--- src/sv/acr_pkg.sv ---
// ----------------------------------------------------------------------------
// acr_pkg: shared types and constant tables of the AT command responder
// Command texts and lengths, response codes, the response text ROM and the
// structs that travel between the front end, the queue and the back end.
// ----------------------------------------------------------------------------
`default_nettype none

package acr_pkg;

	typedef logic [7:0] byte_t;

	localparam int    CMD_NUM  = 6;
	localparam int    CMD_MAXL = 7;
	localparam logic [3:0] POS_MAX = 4'd15;
	localparam byte_t CH_CR    = 8'd13;
	localparam byte_t CH_LF    = 8'd10;
	localparam byte_t CH_NUL   = 8'd0;

	// response selected for a line
	typedef enum logic [2:0] {
		RSP_OK,
		RSP_ERROR,
		RSP_IDENT,
		RSP_CPIN,
		RSP_COPS
	} rsp_code_t;

	// command texts, padded with NUL past their length
	localparam byte_t CMD_TEXT [0:CMD_NUM-1][0:CMD_MAXL-1] = '{
		'{8'd65, 8'd84, 8'd0,  8'd0,  8'd0,  8'd0,  8'd0},
		'{8'd65, 8'd84, 8'd69, 8'd48, 8'd0,  8'd0,  8'd0},
		'{8'd65, 8'd84, 8'd69, 8'd49, 8'd0,  8'd0,  8'd0},
		'{8'd65, 8'd84, 8'd73, 8'd0,  8'd0,  8'd0,  8'd0},
		'{8'd65, 8'd84, 8'd43, 8'd67, 8'd80, 8'd73, 8'd78},
		'{8'd65, 8'd84, 8'd43, 8'd67, 8'd79, 8'd80, 8'd83}
	};
	localparam logic [3:0] CMD_LEN [0:CMD_NUM-1] = '{4'd2, 4'd4, 4'd4, 4'd3, 4'd7, 4'd7};
	localparam rsp_code_t CMD_RSP [0:CMD_NUM-1] =
		'{RSP_OK, RSP_OK, RSP_OK, RSP_IDENT, RSP_CPIN, RSP_COPS};

	// response text ROM: OK, ERROR, identification, pin status, operator
	localparam int ROM_DEPTH = 109;
	typedef logic [$clog2(ROM_DEPTH)-1:0] rom_ptr_t;

	localparam byte_t RSP_ROM [0:ROM_DEPTH-1] = '{
		8'd79, 8'd75,
		8'd69, 8'd82, 8'd82, 8'd79, 8'd82,
		8'd77, 8'd97, 8'd110, 8'd117, 8'd102, 8'd97, 8'd99, 8'd116, 8'd117,
		8'd114, 8'd101, 8'd114, 8'd58, 8'd32,
		8'd77, 8'd121, 8'd83, 8'd101, 8'd114, 8'd118, 8'd101, 8'd114, 8'd13,
		8'd77, 8'd111, 8'd100, 8'd101, 8'd108, 8'd58, 8'd32,
		8'd86, 8'd105, 8'd114, 8'd116, 8'd117, 8'd97, 8'd108, 8'd77, 8'd111,
		8'd100, 8'd101, 8'd109, 8'd13,
		8'd82, 8'd101, 8'd118, 8'd105, 8'd115, 8'd105, 8'd111, 8'd110, 8'd58,
		8'd32, 8'd49, 8'd46, 8'd48, 8'd13,
		8'd79, 8'd75,
		8'd43, 8'd67, 8'd80, 8'd73, 8'd78, 8'd58, 8'd32, 8'd82, 8'd69, 8'd65,
		8'd68, 8'd89, 8'd13, 8'd79, 8'd75,
		8'd43, 8'd67, 8'd79, 8'd80, 8'd83, 8'd58, 8'd32, 8'd48, 8'd44, 8'd48,
		8'd44, 8'd34,
		8'd86, 8'd105, 8'd114, 8'd116, 8'd117, 8'd97, 8'd108, 8'd78, 8'd101,
		8'd116,
		8'd34, 8'd44, 8'd55, 8'd13, 8'd79, 8'd75
	};

	// first ROM entry of a response
	function automatic rom_ptr_t rsp_start(rsp_code_t code);
		rom_ptr_t p;
		unique case (code)
			RSP_OK:    p = rom_ptr_t'(0);
			RSP_ERROR: p = rom_ptr_t'(2);
			RSP_IDENT: p = rom_ptr_t'(7);
			RSP_CPIN:  p = rom_ptr_t'(66);
			RSP_COPS:  p = rom_ptr_t'(81);
			default:   p = rom_ptr_t'(2);
		endcase
		return p;
	endfunction

	// last ROM entry of a response
	function automatic rom_ptr_t rsp_end(rsp_code_t code);
		rom_ptr_t p;
		unique case (code)
			RSP_OK:    p = rom_ptr_t'(1);
			RSP_ERROR: p = rom_ptr_t'(6);
			RSP_IDENT: p = rom_ptr_t'(65);
			RSP_CPIN:  p = rom_ptr_t'(80);
			RSP_COPS:  p = rom_ptr_t'(108);
			default:   p = rom_ptr_t'(6);
		endcase
		return p;
	endfunction

	// queue between front and back end
	localparam int QUEUE_DEPTH = 2;
	localparam int QPTR_W      = $clog2(QUEUE_DEPTH);
	localparam int QCNT_W      = $clog2(QUEUE_DEPTH + 1);

	// one pending response
	typedef struct packed {
		logic      valid;
		rsp_code_t code;
	} acr_job_t;

	// back end sequencer
	typedef enum logic [1:0] {
		BK_IDLE,
		BK_TEXT,
		BK_CR,
		BK_LF
	} bk_state_t;

endpackage

`default_nettype wire

--- src/sv/at_rx_if.sv ---
// ----------------------------------------------------------------------------
// at_rx_if: received byte channel
// Valid/ready channel carrying one received serial byte per item.
// ----------------------------------------------------------------------------
`default_nettype none

interface at_rx_if;
	import acr_pkg::*;

	logic  valid;
	logic  ready;
	byte_t rx_byte;

	modport source (output valid, output rx_byte, input ready);
	modport sink   (input valid, input rx_byte, output ready);
endinterface

`default_nettype wire

--- src/sv/at_tx_if.sv ---
// ----------------------------------------------------------------------------
// at_tx_if: response byte channel
// Valid/ready channel carrying one response byte per item and a last flag.
// ----------------------------------------------------------------------------
`default_nettype none

interface at_tx_if;
	import acr_pkg::*;

	logic  valid;
	logic  ready;
	byte_t tx_byte;
	logic  tx_last;

	modport source (output valid, output tx_byte, output tx_last, input ready);
	modport sink   (input valid, input tx_byte, input tx_last, output ready);
endinterface

`default_nettype wire

--- src/sv/acr_front.sv ---
// ----------------------------------------------------------------------------
// acr_front: line matcher
// Takes one byte per cycle while the queue is not full, narrows the command
// candidates on the fly and posts the selected response to the queue on CR.
// ----------------------------------------------------------------------------
`default_nettype none

module acr_front (
	input  wire logic             clk,
	input  wire logic             arst_n,
	at_rx_if.sink                 rx,
	input  wire logic             full,
	output acr_pkg::acr_job_t     push
);
	import acr_pkg::*;

	logic [CMD_NUM-1:0] flags_q;
	logic [3:0]         pos_q;
	logic               ended_q;

	logic [CMD_NUM-1:0] keep;
	rsp_code_t          code;
	logic               accept;
	logic               is_cr;

	assign rx.ready = !full;
	assign accept   = rx.valid && rx.ready;
	assign is_cr    = (rx.rx_byte == CH_CR);

	// candidates that survive this byte
	always_comb begin
		for (int i = 0; i < CMD_NUM; i++) begin
			keep[i] = flags_q[i] && (pos_q < CMD_LEN[i]) &&
			          (CMD_TEXT[i][pos_q[2:0]] == rx.rx_byte);
		end
	end

	// first command that is still a candidate and fully matched
	always_comb begin
		code = RSP_ERROR;
		for (int i = CMD_NUM - 1; i >= 0; i--) begin
			if (flags_q[i] && (CMD_LEN[i] == pos_q)) begin
				code = CMD_RSP[i];
			end
		end
	end

	assign push.valid = accept && is_cr;
	assign push.code  = code;

	// line state
	always_ff @(posedge clk or negedge arst_n) begin
		if (!arst_n) begin
			flags_q <= '1;
			pos_q   <= '0;
			ended_q <= 1'b0;
		end else if (accept) begin
			if (is_cr) begin
				flags_q <= '1;
				pos_q   <= '0;
				ended_q <= 1'b0;
			end else if (!ended_q) begin
				if (rx.rx_byte == CH_NUL) begin
					ended_q <= 1'b1;
				end else begin
					flags_q <= keep;
					if (pos_q != POS_MAX) begin
						pos_q <= pos_q + 4'd1;
					end
				end
			end
		end
	end

endmodule

`default_nettype wire

--- src/sv/acr_queue.sv ---
// ----------------------------------------------------------------------------
// acr_queue: response queue
// Short queue of pending responses between the line matcher and the
// response sequencer.
// ----------------------------------------------------------------------------
`default_nettype none

module acr_queue (
	input  wire logic         clk,
	input  wire logic         arst_n,
	input  acr_pkg::acr_job_t push,
	input  wire logic         pop,
	output acr_pkg::acr_job_t head,
	output logic              full
);
	import acr_pkg::*;

	rsp_code_t          mem_q [QUEUE_DEPTH];
	logic [QPTR_W-1:0]  wr_q;
	logic [QPTR_W-1:0]  rd_q;
	logic [QCNT_W-1:0]  cnt_q;
	logic               do_pop;

	assign full       = (cnt_q == QCNT_W'(QUEUE_DEPTH));
	assign head.valid = (cnt_q != '0);
	assign head.code  = mem_q[rd_q];
	assign do_pop     = pop && head.valid;

	// storage
	always_ff @(posedge clk) begin
		if (push.valid) begin
			mem_q[wr_q] <= push.code;
		end
	end

	// pointers and fill count
	always_ff @(posedge clk or negedge arst_n) begin
		if (!arst_n) begin
			wr_q  <= '0;
			rd_q  <= '0;
			cnt_q <= '0;
		end else begin
			if (push.valid) begin
				wr_q <= wr_q + QPTR_W'(1);
			end
			if (do_pop) begin
				rd_q <= rd_q + QPTR_W'(1);
			end
			if (push.valid && !do_pop) begin
				cnt_q <= cnt_q + QCNT_W'(1);
			end else if (do_pop && !push.valid) begin
				cnt_q <= cnt_q - QCNT_W'(1);
			end
		end
	end

endmodule

`default_nettype wire

--- src/sv/acr_back.sv ---
// ----------------------------------------------------------------------------
// acr_back: response sequencer
// Walks the response text ROM for one queued response, then appends CR LF,
// through an output register that holds under back pressure.
// ----------------------------------------------------------------------------
`default_nettype none

module acr_back (
	input  wire logic         clk,
	input  wire logic         arst_n,
	input  acr_pkg::acr_job_t head,
	output logic              pop,
	at_tx_if.source           tx
);
	import acr_pkg::*;

	bk_state_t state_q;
	bk_state_t state_d;
	rom_ptr_t  ptr_q;
	rom_ptr_t  end_q;
	logic      valid_q;
	byte_t     byte_q;
	logic      last_q;

	logic      produce;
	logic      emit;
	byte_t     emit_byte;
	logic      emit_last;

	assign produce    = !valid_q || tx.ready;
	assign tx.valid   = valid_q;
	assign tx.tx_byte = byte_q;
	assign tx.tx_last = last_q;

	// next state
	always_comb begin
		state_d = state_q;
		unique case (state_q)
			BK_IDLE: if (head.valid) state_d = BK_TEXT;
			BK_TEXT: if (produce && (ptr_q == end_q)) state_d = BK_CR;
			BK_CR:   if (produce) state_d = BK_LF;
			BK_LF:   if (produce) state_d = BK_IDLE;
			default: state_d = BK_IDLE;
		endcase
	end

	// outputs of the sequencer
	always_comb begin
		pop       = 1'b0;
		emit      = 1'b0;
		emit_byte = CH_CR;
		emit_last = 1'b0;
		unique case (state_q)
			BK_IDLE: pop = head.valid;
			BK_TEXT: begin
				emit      = produce;
				emit_byte = RSP_ROM[ptr_q];
			end
			BK_CR: begin
				emit      = produce;
				emit_byte = CH_CR;
			end
			BK_LF: begin
				emit      = produce;
				emit_byte = CH_LF;
				emit_last = 1'b1;
			end
			default: pop = 1'b0;
		endcase
	end

	// control registers
	always_ff @(posedge clk or negedge arst_n) begin
		if (!arst_n) begin
			state_q <= BK_IDLE;
			valid_q <= 1'b0;
		end else begin
			state_q <= state_d;
			if (produce) begin
				valid_q <= emit;
			end
		end
	end

	// rom pointer and output payload
	always_ff @(posedge clk) begin
		if (pop) begin
			ptr_q <= rsp_start(head.code);
			end_q <= rsp_end(head.code);
		end else if (emit && (state_q == BK_TEXT)) begin
			ptr_q <= ptr_q + rom_ptr_t'(1);
		end
		if (emit) begin
			byte_q <= emit_byte;
			last_q <= emit_last;
		end
	end

endmodule

`default_nettype wire

--- src/sv/at_command_responder.sv ---
// ----------------------------------------------------------------------------
// at_command_responder: AT command answering block
// Receives serial bytes on rx, matches each line against a fixed command
// set and sends the canned response on tx.
// ----------------------------------------------------------------------------
// Usage:
//  rx carries one received byte per item, tx one response byte per item;
//  tx_last marks the closing line feed of each response.
//  Ordinary bytes are taken one per cycle while the queue is not full and
//  produce nothing. A carriage return closes the line; its response (the
//  command's response text or ERROR, then CR LF) leaves on tx.
//  The response passes through the queue, the sequencer's ROM pointer and
//  the output register; a response of n text bytes then streams at one byte
//  per cycle while tx is ready, n + 2 bytes in all, and the sequencer passes
//  through its idle state to load the next queued response.
//  Throughput on rx is one byte per cycle while the queue is not full; a
//  two-entry response queue sits between matcher and sequencer, so rx
//  stalls only while two responses wait in the queue, whatever the byte.
//  When tx stalls, the output register holds its byte and the sequencer
//  waits; matching of new lines goes on until the queue fills.
//  Reset clears the line state, the queue and the output register at once.
// ----------------------------------------------------------------------------
`default_nettype none

module at_command_responder (
	input  wire logic clk,
	input  wire logic arst_n,
	at_rx_if.sink     rx,
	at_tx_if.source   tx
);
	import acr_pkg::*;

	acr_job_t push;
	acr_job_t head;
	logic     full;
	logic     pop;

	// line matcher
	acr_front u_front (
		.clk    (clk),
		.arst_n (arst_n),
		.rx     (rx),
		.full   (full),
		.push   (push)
	);

	// pending responses
	acr_queue u_queue (
		.clk    (clk),
		.arst_n (arst_n),
		.push   (push),
		.pop    (pop),
		.head   (head),
		.full   (full)
	);

	// response sequencer
	acr_back u_back (
		.clk    (clk),
		.arst_n (arst_n),
		.head   (head),
		.pop    (pop),
		.tx     (tx)
	);

endmodule

`default_nettype wire

--- src/flat_wrapper.sv ---
// flat-port wrapper written by rule: the top's interface ports become plain ports
module at_command_responder_flat import acr_pkg::*;
  (clk, arst_n, rx_valid, rx_rx_byte, rx_ready, tx_valid, tx_tx_byte, tx_tx_last, tx_ready);
  at_rx_if rx_i ();
  at_tx_if tx_i ();
  input  wire logic clk;
  input  wire logic arst_n;
  input wire logic [$bits(rx_i.valid)-1:0] rx_valid;
  input wire logic [$bits(rx_i.rx_byte)-1:0] rx_rx_byte;
  output wire logic [$bits(rx_i.ready)-1:0] rx_ready;
  output wire logic [$bits(tx_i.valid)-1:0] tx_valid;
  output wire logic [$bits(tx_i.tx_byte)-1:0] tx_tx_byte;
  output wire logic [$bits(tx_i.tx_last)-1:0] tx_tx_last;
  input wire logic [$bits(tx_i.ready)-1:0] tx_ready;
  assign rx_i.valid = rx_valid;
  assign rx_i.rx_byte = rx_rx_byte;
  assign rx_ready = rx_i.ready;
  assign tx_valid = tx_i.valid;
  assign tx_tx_byte = tx_i.tx_byte;
  assign tx_tx_last = tx_i.tx_last;
  assign tx_i.ready = tx_ready;
  at_command_responder u_core (.clk(clk), .arst_n(arst_n), .rx(rx_i), .tx(tx_i));
endmodule
--- config.mk ---
export PLATFORM = sky130hd
export DESIGN_NAME = at_command_responder_flat
export DESIGN_NICKNAME = d
export VERILOG_FILES = /design/src/sv/acr_pkg.sv /design/src/sv/at_rx_if.sv /design/src/sv/at_tx_if.sv /design/src/sv/acr_front.sv /design/src/sv/acr_queue.sv /design/src/sv/acr_back.sv /design/src/sv/at_command_responder.sv /design/src/flat_wrapper.sv
export SDC_FILE = /design/constraint.sdc
export NUM_CORES = 1
export LEC_CHECK = 0
export BUFFER_PORTS_ARGS = -buffer_cell sky130_fd_sc_hd__buf_2
export CORE_MARGIN = 5
export CORE_UTILIZATION = 43
export DETAILED_ROUTE_END_ITERATION = 10
export PLACE_DENSITY = 0.56
export SYNTH_ARGS = -nofsm -noshare
export SYNTH_HDL_FRONTEND = slang
export SYNTH_SLANG_ARGS = --single-unit
--- constraint.sdc ---
create_clock -name clk -period 3.95 [get_ports clk]
set_input_delay 0.79 -clock clk [delete_from_list [all_inputs] [get_ports clk]]
set_output_delay 0.79 -clock clk [all_outputs]
set_load 0.005 [all_outputs]
### Word level (Yosys, flattened, before mapping)

Memories as Yosys holds them, arrays and structs flattened.
Cells that the tools add are included.

| cells by class | value |
|---|---|
| add/subtract/negate cells | 6 |
| order comparisons | 6 |
| equality and inequality tests | 26 |
| muxes and demuxes | 47 |
| bitwise gates (word level) | 2 |
| reduce and logical (&&, ||, !) cells | 41 |

Operators by type and width:

| operator | count |
|---|---|
| 2-to-1 mux 8 bit | 14 |
| one-hot mux 7 bit (4 select lines) | 2 |
| == test 8 bit | 6 |
| logical AND 1 bit | 25 |
| 2-to-1 mux 3 bit | 6 |
| 2-to-1 mux 6 bit | 3 |
| 2-to-1 mux 4 bit | 4 |
| one-hot mux 8 bit (2 select lines) | 1 |
| 2-to-1 mux 7 bit | 2 |
| 2-to-1 mux 2 bit | 6 |
| != test 2 bit, second input constant | 5 |
| == test 2 x 4 -> 1 bit, first input constant | 2 |
| == test 3 x 4 -> 1 bit, first input constant | 2 |
| == test 8 x 4 -> 1 bit, second input constant | 1 |
| >= comparator 8 bit, second input constant | 1 |
| zero test 8 bit | 1 |
| less-than comparator 4 x 2 -> 1 bit, second input constant | 2 |
| less-than comparator 4 x 3 -> 1 bit, second input constant | 2 |
| 2-to-1 mux 1 bit | 8 |
| NOT 7 -> 8 bit | 1 |
| one-hot mux 2 bit (4 select lines) | 1 |
| AND reduction 4 bit | 2 |
| nonzero test 2 bit | 4 |
| adder 7 x 1 -> 7 bit, second input constant | 1 |
| 19 further kinds | 26 |

| word-level totals | value |
|---|---|
| register bits after elaboration | 41 |
| bits in writable memories | 6 |
| bits in read-only memories | 1,408 |
| output and inout port bits | 11 |
| logic and storage cells | 148 |
| memories kept | 8 |

Memories:

| memory | words | width | rd ports | clocked after memory_dff | wr ports | line | source |
|---|---|---|---|---|---|---|---|
| (name not given) | 128 | 8 | 1 | 0 | 0 | acr_back.sv:57 | `emit_byte = RSP_ROM[ptr_q];` |
| (name not given) | 8 | 8 | 1 | 0 | 0 | acr_front.sv:34 | `(CMD_TEXT[i][pos_q[2:0]] == rx.rx_byte);` |
| (name not given) | 8 | 8 | 1 | 0 | 0 | acr_front.sv:34 |  |
| (name not given) | 8 | 8 | 1 | 0 | 0 | acr_front.sv:34 |  |
| (name not given) | 8 | 8 | 1 | 0 | 0 | acr_front.sv:34 |  |
| (name not given) | 8 | 8 | 1 | 0 | 0 | acr_front.sv:34 |  |
| +2 memories | - | - | - | - | - | - |  |

### Longest topological paths before layout

| depth | value |
|---|---|
| depth in word-level cells | 9 |
| mapped depth | 9 |
| mapped depth without buffers | 8 |

### Cells and area by module

Synthesis repeated with hierarchy kept, for this count alone.

| unflattened totals | value |
|---|---|
| cells, all modules | 489 |
| area total of the unflattened synthesis | 4,167.7 sq um |

By module, submodules not included:

| module | instances | cells an instance | area an instance (sq um) | sequential area each (sq um) |
|---|---|---|---|---|
| acr_back | 1 | 315 | 2,572.5 | 705.7 |
| acr_front | 1 | 149 | 1,179.9 | 282.8 |
| acr_queue | 1 | 25 | 415.4 | 280.3 |

### Least setup slack after synthesis

Ideal clock, no wire load.

| timing | value |
|---|---|
| path kind | input port to flip-flop |
| start | input port rx_rx_byte[4] |
| end | register u_core.u_queue.cnt_q[1] |
| library setup time | 0.125 ns |
| arrival time | 2.371 ns |
| required time | 3.825 ns |
| setup slack | 1.453 ns |
| cell stages on the path | 9 |
| path buffers | 2 |
| cells stage by stage | buf_6 > or4_4 > nor3_2 > and2_1 > buf_6 > ha_1 > xor2_1 > nor2_1 > xor2_1 |

RTL lines:

| element | line | source |
|---|---|---|
| from (decl) | flat_wrapper.sv:9 | `input wire logic [$bits(rx_i.rx_byte)-1:0] rx_rx_byte;` |
| to (signal assigned) | acr_queue.sv:50 | `cnt_q <= cnt_q + QCNT_W'(1);` |
| to (signal assigned) | acr_queue.sv:52 | `cnt_q <= cnt_q - QCNT_W'(1);` |
| to (decl) | acr_queue.sv:21 | `logic [QCNT_W-1:0] cnt_q;` |

### Final worst setup path

| timing | value |
|---|---|
| start | register u_core.u_back.ptr_q[1] |
| end | register u_core.u_back.byte_q[1], in the netlist u_core.u_back.tx.tx_byte[1] (data pin) |

| on the way | value |
|---|---|
| word-level cells in the longest chain between the ends | 5 |

RTL lines:

| element | line | source |
|---|---|---|
| from (decl) | acr_back.sv:19 | `rom_ptr_t ptr_q;` |
| from (signal assigned) | acr_back.sv:88 | `ptr_q <= rsp_start(head.code);` |
| from (signal assigned) | acr_back.sv:91 | `ptr_q <= ptr_q + rom_ptr_t'(1);` |
| NOT 7 -> 8 bit (not written as such) | acr_back.sv:57 |  |
| memory read (128 x 8 bit) | - |  |
| 2-to-1 mux 8 bit (not written as such) (2 in series) | acr_back.sv:57 |  |
| one-hot mux 8 bit (2 select lines) | acr_back.sv:53 | `unique case (state_q)` |
| net u_core.u_back.emit_byte[1] | acr_back.sv:27 | `byte_t emit_byte;` |
| to (signal assigned) | acr_back.sv:94 | `byte_q <= emit_byte;` |
| to (decl) | acr_back.sv:22 | `byte_t byte_q;` |

The timed path passes the listed nets, and every way through them passes these cells. The select of a mux whose other input is x is not followed.
A chain may end at the register's enable or synchronous reset.

==> results.md <==
- Measured on the finished design, the core utilization comes to 0.466.
- The core outline area is about 9300 sq um.
- The clock-pin slew of the registers on the worst-case setup and hold paths is around 90 ps.
- The first global-routing pass estimated between 15,000 and 20,000 um of wire.
- Counting tap cells, the placed design contains a total of around 600 instances.
- From left edge to right edge, the die measures about 110 um.
- The number of distinct library cells after synthesis is 74.
- Of the total synthesized cell area, the portion taken by AND, OR, NAND and NOR gates is 0.186.
- The repair_antennas step left the layout with diodes totalling 0.
- The largest net degree at the start of global routing is 58.
- Measured against the total synthesized area, the mux share comes to 0.0525.
- The count of flip-flops with a built-in enable after synthesis is 27.
- Derived from the worst setup path, the maximum achievable clock frequency is 369 MHz.
- The category of the worst setup path capture point is a flop.
- The net count after synthesis is 520.
- At the worst endpoint, the arrival time is about 2800 ps.
- The first routing iteration left just over 200 violations.
- The effective utilization at floorplan is 0.442.
- The number of cells produced by synthesis is a little under 500.
- The first detailed-routing pass took 5 iterations.
- The master cell of the clock root buffer is sky130_fd_sc_hd__clkbuf_8.
- Across the routed clock network, the largest skew measured is 10.1 ps.
- The tool flagged a number of max-cap violations equal to 0.
- The number of warnings reported in the yosys synthesis log is 0.
- Routability-driven placement finished with a final weighted congestion of just under 1.
- The peak ir drop on the vdd network is approximately 0.00036 V.
- In the post-synthesis netlist, the biggest area contributors are sky130_fd_sc_hd__edfxtp_1 (20%), sky130_fd_sc_hd__dfrtp_1 (7.3%), sky130_fd_sc_hd__ha_1 (7.3%).
- The min-delay analysis places its worst path in the category in -> async.
- The adder and majority gate portion of the synthesized area is 0.0732.
- The share of synthesized flip-flops with an asynchronous set or reset is 0.400.
- Row generation in the floorplan step produced 35 rows.
- The number of standard cells in the layout, taps in and fillers out is roughly 610.
- After routing, the total negative slack on setup checks comes to 0 ps.
- The count of nets after finishing is 515.
- The final layout contains routed wiring with a total length of between 10,000 and 15,000 um.
- After detailed routing, the number of vias per cell comes to about 6.1.
- The share of the synthesized area in compound gates (AO/OA/AOI/OAI) is 0.258.
- For this design the static power due to leakage is 1.64 nW.
- For this run, the leading register cell type out of synthesis is sky130_fd_sc_hd__edfxtp_1.
- At the pin with the least slew margin, the transition time is around 760 ps.
- Setup repair after global routing left no endpoint under its margin.
- The total power after layout is ~3.8 mW.
- From synthesis to final layout, the design area changed by 5.55%.
- The source of the critical timing path is u_core.u_back.ptr_q[1]$_DFFE_PP_.
- The worst setup path is launched from a flop.
- The number of antenna violations at the first check in global routing came to 0.
- The number of buffers added by the clock tree synthesis step is 5.
- From bottom edge to top edge, the die measures approximately 110 um.
- The post-synthesis register bit count is between 40 and 50.
- The cell area after layout is ~4300 sq um.
- The final hold violation count came to 0.
- Following the worst setup path forward leads to its endpoint at u_core.u_back.tx.tx_byte[1]$_DFFE_PP_.
- The top fanout value on the critical path is 18.
- The post-cts resize count is 0.
- In this run the post-CTS setup repair buffer count came out at 0.
- The post-synthesis instance area is just over 4000 sq um.
- Detailed placement finished with a half-perimeter wire length of approximately 8000 um.
- The share of Yosys cell area claimed by the top area cell type is 0.198.
- The total clock sinks is 45.
- The depth of the worst register-to-register path is 6.
- The number of buffers inserted by port buffering is 21.
- The endpoint identified for the worst register-to-register timing path is u_core.u_back.tx.tx_byte[1]$_DFFE_PP_.
- The share of the Yosys chip area taken by registers is 0.309.
- The relative slew slack is 0.496.
- The power density of the placed cells is 884 nW/um^2.
- The CTS tree is yes.
- The final worst-path cycle share is 0.686.
- Prior to clock tree synthesis, the placed netlist has a worst setup slack of between 1000 and 1500 ps.
- The cell area reported after detailed placement is 4240 sq um.
- By area, the combinational part of the netlist is dominated by compound AO/OA/AOI/OAI gates.
- Hold timing on the final database bottoms out at a slack of about 420 ps.
- The later pin in the worst-skew pair is clocked with a latency of 300 ps.
- Of the cells placed in the final design, the portion with a size suffix greater than 1 is 0.117.
- The biggest area contributor in the post-synthesis netlist is sky130_fd_sc_hd__edfxtp_1.
- The overflow left after global routing is 0.
- The count of endpoints failing setup in the final report is 0.
- The number of global-route vias before repair is approximately 3,500.
- CTS built an H-tree with a depth of 2.
- By startpoint and endpoint, the worst setup path is classified as reg -> reg.
- Data on the critical path is required at its endpoint by 4000 ps.
- The worst register-to-register path begins at u_core.u_back.ptr_q[1]$_DFFE_PP_.
- The top cell types in the final layout, fill and taps aside, are sky130_fd_sc_hd__nor2_1 (41), sky130_fd_sc_hd__nand2_1 (38), sky130_fd_sc_hd__a21oi_1 (33).
- The flow ran to the end, and the final reports show no timing, DRC or antenna violations.
- The count of nets left with antenna violations once routing finished came out at 0.
- The routed layout has around 3,700 vias.
- The die covers 11,600 sq um.
- The synthesized area per cell is approximately 8.5 sq um.
- The xor/xnor cell area share of the yosys netlist is 0.0555.
- The global-route usage over all layers is 0.198.
- The final critical-path setup slack is 1240 ps.
- The smallest clock period supported by the final layout is computed as 2710 ps.
- The most common cell after layout, fill and taps aside is sky130_fd_sc_hd__nor2_1.
- Dividing the detail-routed wire length by the instance count gives approximately 18 um.
- The worst register-to-register path has a setup slack of between 1000 and 1500 ps.
- The clock passes through at most 2 buffers.
- The count of boundary I/O pins is 23.
- For this run, design rule violations remaining after detail routing come to 0.
- The final count of pins violating max slew is 0.
- The cts-stage hold buffer count is 0.
power breakdown:
part | switching, mW | leakage, nW | total, mW | internal [mW]
clock network | 0.162 | 0.0455 | 0.285 | 0.123
logic | 1.59 | 1.13 | 2.58 | 0.989
registers | 0.215 | 0.465 | 0.960 | 0.745
layout make-up:
| class | instances | area [sq um] |
|---|---|---|
| clock buffer | 5 | 68.8 |
| clock inverter | 3 | 17.5 |
| fill | 943 | 4960 |
| inverter | 24 | 90.1 |
| multi-input combinational | 375 | 2560 |
| sequential | 45 | 1270 |
| tap | 129 | 161 |
| timing repair buffer | 28 | 158 |
cells in the mapped netlist, drive strengths merged, types with 7 or more instances:
cell type / count
nor2: 41
xor2: 12
a211oi: 10
a31oi: 7
o21ai: 32
xnor2: 14
nand3: 14
inv: 23
a21oi: 33
dfrtp: 12
ha: 24
nand2b: 11
or3: 7
nand2: 38
clkbuf: 27
o211ai: 10
edfxtp: 27
nor3: 10
mux2i: 11
buf: 13
nor2b: 13
critical path, cell delays in order (launching register included):
cell,delay [ps]
sky130_fd_sc_hd__edfxtp_1,750
sky130_fd_sc_hd__inv_1,280
sky130_fd_sc_hd__ha_1,500
sky130_fd_sc_hd__nor2_1,260
sky130_fd_sc_hd__nor3_1,80
sky130_fd_sc_hd__a2111o_1,380
sky130_fd_sc_hd__a41o_1,210
how the worst min path moves through the flow:
stage                                          endpoint  slack (ps)  cells past startpoint
floorplan               u_core.u_queue.wr_q$_DFFE_PN0P_         460                      1
global placement    u_core.u_queue.cnt_q[1]$_DFFE_PN0P_         490                      1
detailed placement      u_core.u_queue.wr_q$_DFFE_PN0P_         490                      1
CTS                 u_core.u_front.pos_q[3]$_DFFE_PN0P_         430                      1
global route        u_core.u_front.pos_q[1]$_DFFE_PN0P_         440                      1
finish              u_core.u_front.pos_q[1]$_DFFE_PN0P_         420                      1
sequential cells by signal, summed over array words and instances, names as in the netlist:
signal / flops
u_core.u_queue.wr_q: 1
u_core.u_front.flags_q: 6
u_core.u_back.tx.tx_last: 1
u_core.u_back.tx.valid: 1
u_core.u_queue.cnt_q: 2
u_core.u_queue.rd_q: 1
u_core.u_front.ended_q: 1
u_core.u_back.tx.tx_byte: 7
u_core.u_back.end_q: 6
u_core.u_queue.mem_q: 6
u_core.u_back.state_q: 2
u_core.u_front.pos_q: 4
u_core.u_back.ptr_q: 7
cell families (layout without fill, tap and decap cells):
kind of cell,Yosys count,count (layout)
AOI/OAI and AO/OA,152,152
xor gates and xnor gates,26,26
and+or+nand+nor,155,155
other,1,1
DFF,45,45
adders and majority gates,24,24
muxes,17,17
buffers and inverters,64,60
routing by layer:
| layer | vias up | wire (um) | global-route usage |
|---|---|---|---|
| met2 | 143 | 5500 | 0.328 |
| met5 | - | 0 | 0 |
| li1 | 1777 | - | - |
| met4 | 0 | 434 | 0.0983 |
| met1 | 1751 | 4740 | 0.253 |
| met3 | 37 | 539 | 0.0246 |
Note: power is estimated with default switching activity, not from simulation.
